[src/rtl/core/ksb_ram.sv]
// ksb_ram: generic single-write, single-read RAM with registered read data.
// No dependencies.
module ksb_ram #(
    parameter int WIDTH = 8,
    parameter int DEPTH = 256
) (
    input  logic                                      i_clk,
    input  logic                                      i_we,
    input  logic [(DEPTH > 1 ? $clog2(DEPTH) : 1)-1:0] i_waddr,
    input  logic [WIDTH-1:0]                          i_wdata,
    input  logic [(DEPTH > 1 ? $clog2(DEPTH) : 1)-1:0] i_raddr,
    output logic [WIDTH-1:0]                          o_rdata
);

    logic [WIDTH-1:0] r_mem [DEPTH];
    logic [WIDTH-1:0] r_rdata;

    always_ff @(posedge i_clk) begin
        if (i_we) begin
            r_mem[i_waddr] <= i_wdata;
        end
        r_rdata <= r_mem[i_raddr];
    end

    assign o_rdata = r_rdata;

endmodule

[config.mk]
export PLATFORM = sky130hd
export DESIGN_NAME = ksb_ram
export DESIGN_NICKNAME = d
export VERILOG_FILES = /design/src/rtl/core/ksb_ram.sv
export SDC_FILE = /design/constraint.sdc
export NUM_CORES = 2
export LEC_CHECK = 0
export ABC_AREA = 1
export CAP_MARGIN = 20
export CORE_ASPECT_RATIO = 2
export CORE_UTILIZATION = 35
export CTS_CLUSTER_SIZE = 16
export DETAILED_ROUTE_END_ITERATION = 8
export DONT_BUFFER_PORTS = 1
export PLACE_DENSITY = 0.55
export SETUP_SLACK_MARGIN = 0.4
export SLEW_MARGIN = 20
export SYNTH_ARGS = -nofsm -noshare
export SYNTH_HDL_FRONTEND = slang
export SYNTH_SLANG_ARGS = --single-unit
[constraint.sdc]
create_clock -name i_clk -period 2.25 [get_ports i_clk]
set_input_delay 0.3375 -clock i_clk [delete_from_list [all_inputs] [get_ports i_clk]]
set_output_delay 0.3375 -clock i_clk [all_outputs]
set_load 0.03 [all_outputs]
# --- Word level (Yosys, flattened, before mapping) ---
# Memory sizes are Yosys's and may differ from the RTL's. A register that Yosys moved wholly into a read port is not among the register bits.
# Index checks and enable logic that the tools add are counted.
totals:
  ram_bits: 2048
  input_bits: 26
  memories: 1
  out_inout_bits: 8
  ff_bits: 0
classes:
  muxes: 2
mem_list:
  columns: ["memory", "words", "word_bits", "read_ports", "rd_clocked_by_memory_dff", "wr", "line_no", "text"]
  rows:
  - ["r_mem", 256, 8, 1, 1, 1, "15", "logic [WIDTH-1:0] r_mem [DEPTH];"]
op_table:
  columns: ["op", "count"]
  rows:
  - ["$mux W1", 2]

# --- Depth between registers and ports, before layout ---
depth:
  ltp_word: 2
  ltp_mapped: 15

# --- Worst setup path before layout ---
# OpenSTA, ideal clock, no wires.
synth_timing:
  kind: "input -> register"
  startpoint: "input port i_we"
  endpoint: "memory r_mem[162][0] (enable)"
  setup_time_ns: 0.370
  cell_stages: 4
  required_time_ns: 1.880
  path_buffers: 2
  slack_ns: 0.421
  t_arrival_ns: 1.459
  path_cell_list: "clkbuf_1 nand3_1 clkbuf_1 nor2_1"
synth_via:
  elab_chain_cells: 2
synth_lines:
  columns: ["element", "line_no", "text"]
  rows:
  - ["start: declaration", "8", "input logic i_we,"]
  - ["$mux W1", "19", "if (i_we) begin"]
  - ["$mux W1 (not written as such)", "20", "r_mem[i_waddr] <= i_wdata;"]
  - ["end: declaration", "15", null]
# No other way between the ends.

==> flow_summary.ini <==
[synth]
ys_ff_latch = 2056
synth.area.top_cells = edfxtp_1 74%, nand3_1 12%, nand2_1 9.6%, buf_2 1.6%, nor2_1 1.3%
netlist_instances = 7003
yosysTopAreaCellShare = 0.7374
synth_nets = 7029
ys_types = 14
yosys_warnings = 0
synth-seq-area-share = 0.7394
synth_area_leader_cell = edfxtp_1
synth_area_sq_um = 83400
syn_avg_cell_area_sq_um = 11.91

[timing]
finalHoldViolCount = 284
slew_violations = 0
tightest_slew_ns = 1.316
fin_crit_ns = 1.991
setup_tns_ns = 0
finalCritPeriodShare = 0.8848
slew_headroom = 0.1228
fmax_ghz = 0.5023
fin_hold_ws_ns = -0.3794
setup_violations = 0
fin_skew_ns = 0.05379
rsz0062_at_grt = true

[layout]
syn_to_final_growth_pct = 16.51
finalNonFillerCells = 10473
layout_commonest_cell = nand2_1
fin_util = 0.4098
layout_common_cells = 2120 x nand2_1, 2048 x edfxtp_1, 1972 x nand3_1
drive_gt1_frac = 0.1206
nets = 7306

[global_route]
overflow = 0
grt_pass1_vias = 54873
grt_max_degree = 1026
grt_util_all_layers = 0.2054
grt_pass1_wl_microns = 365500
antenna_found_initial = 5

[die]
ios = 34
die-area_sq_um = 240300
die_w_microns = 347.2
row_count = 253
start_util = 0.3517
die_height_microns = 692.3
coreArea_sq_um = 237100

[route]
wl_per_cell_microns = 25.17
vias = 55646
vias_per_cell = 5.313
antenna_left = 0
dr.pass1.iters = 7
drt-initial-drc-count = 4915
wl_microns = 263600
drc_errors = 0

[run_status]
failed_checks = hold timing
status = complete, but fails checks

[critical_path]
cp_slowest_stage_delay_ns = 0.25
critPathArrivalTime_ns = 2.71
worst_setup_path_start_kind = primary input
crit_required_ns = 2.97
critPathMostFrequentCell = nand3_1
critPathKind = in -> reg
cp_max_fo = 513
path_buf_inv = 5
path_delay_family = simple AND/OR/NAND/NOR gates
crit_path_cell_trace = clkinv_16 > buf_12 > clkbuf_16 > buf_4 > nand3_1 > nand3_1 > nand3_1 > nand3_1 > nand3_1 > buf_12 > nand3_4 > nand2_1 > nand2_1 > nand2_1
critPathSlowestCell = clkinv_16
end_kind = register

[clock_network]
clkLatencyLatePin_ns = 0.84
path_clk_slew_ns = 0.07
clkSinkCount = 2056
cts_tree = yes
clock_path_buffers = 4
clock-root-buffer = clkbuf_16
cts_htree_levels = 4
cts_made_buffers = 179

[hold_path]
hold_class = in -> reg

[power_and_ir_drop]
ir_drop_v = 0.0005412
p_leak_uw = 0.03421
powerDensity_nw_per_um2 = 811.6
power.total_uw = 78860

[placed_design]
port_buffers = 0
dpl.hpwl_microns = 143200
dp.cells = 10087
place_congestion = 0.8640

[flow_run]
maxCapViolations = 0
## worst register-to-register path: cells and delay by family (launching register included)
kind          cells  cell delay (ns)
simple gates     10             1.22
flops             1             0.37
buf+inv           1             0.17
## stage by stage
| stage | area (sq um) | setup slack [ns] |
|---|---|---|
| after detailed placement | 89370 | -1.224 |
| after global placement | 89370 | -1.158 |
| after floorplan | 83400 | 0.4210 |
| after global routing | 97170 | 0.2811 |
| final | 97170 | 0.2593 |
| after CTS | 95680 | -0.06956 |
## sequential cells by signal (all words and copies together), names as in the netlist
signal   flops
o_rdata      8
r_mem     2048
## metal layers
| metal | vias up | track usage | part of all wire |
|---|---|---|---|
| met5 | - | 0 | 0 |
| met3 | 591 | 0.02244 | 0.052 |
| met2 | 1942 | 0.3760 | 0.52 |
| met1 | 27741 | 0.2203 | 0.35 |
| li1 | 25372 | - | - |
| met4 | 0 | 0.1408 | 0.075 |
## cells by family (layout without fill, tap and decap cells)
logic type	Yosys count	in the layout	synth area share
buffers and inverters	522	931	0.03119
and+or+nand+nor	4425	4425	0.2295
other	0	1	0
DFF	2056	2056	0.7394
## synthesized netlist by cell type (all sizes together)
cell / instances
dfxtp: 8
inv: 39
nand2: 2123
nor2: 283
nand3: 2019
edfxtp: 2048
buf: 371
clkbuf: 112
## worst paths after layout
path	from	endpoint	slack (ns)	cells after the start
worst min register to register	r_mem[158][7]$_DFFE_PP_	o_rdata[7]$_DFF_P_	0.99	10
worst max-delay path	i_raddr[1]	o_rdata[0]$_DFF_P_	0.26	14
worst max register to register	r_mem[91][4]$_DFFE_PP_	o_rdata[4]$_DFF_P_	0.37	11
worst min-delay path	i_raddr[7]	o_rdata[7]$_DFF_P_	-0.38	2
## repair_timing
| action | 4_1_cts | 5_1_grt |
|---|---|---|
| endpoints found under the hold margin | 1759 | 1055 |
| pin swaps | 0 | 3 |
| setup endpoints to repair | 14 | 8 |
| hold buffers | 1 | 20 |
| setup buffers | 4 | 17 |
| resized for setup | 52 | 51 |
| cloned | 6 | 17 |
## area by class of cell
cell class,count,area [sq um]
multi-input combinational,4425,19420
inverter,39,198.9
clock buffer,221,4802
tap,3060,3829
antenna,1,2.502
sequential,2056,61670
timing repair buffer,579,6207
fill,21840,139900
clock inverter,92,1039
## power by group
part	internal (uW)	switching [uW]	total, uW	leakage (uW)
clock network	17700	13900	31600	0.00285
logic	1580	3330	4910	0.0129
registers	42200	113	42300	0.0185
total	61500	17400	78900	0.0342
Note: power is estimated with default switching activity, not from simulation.
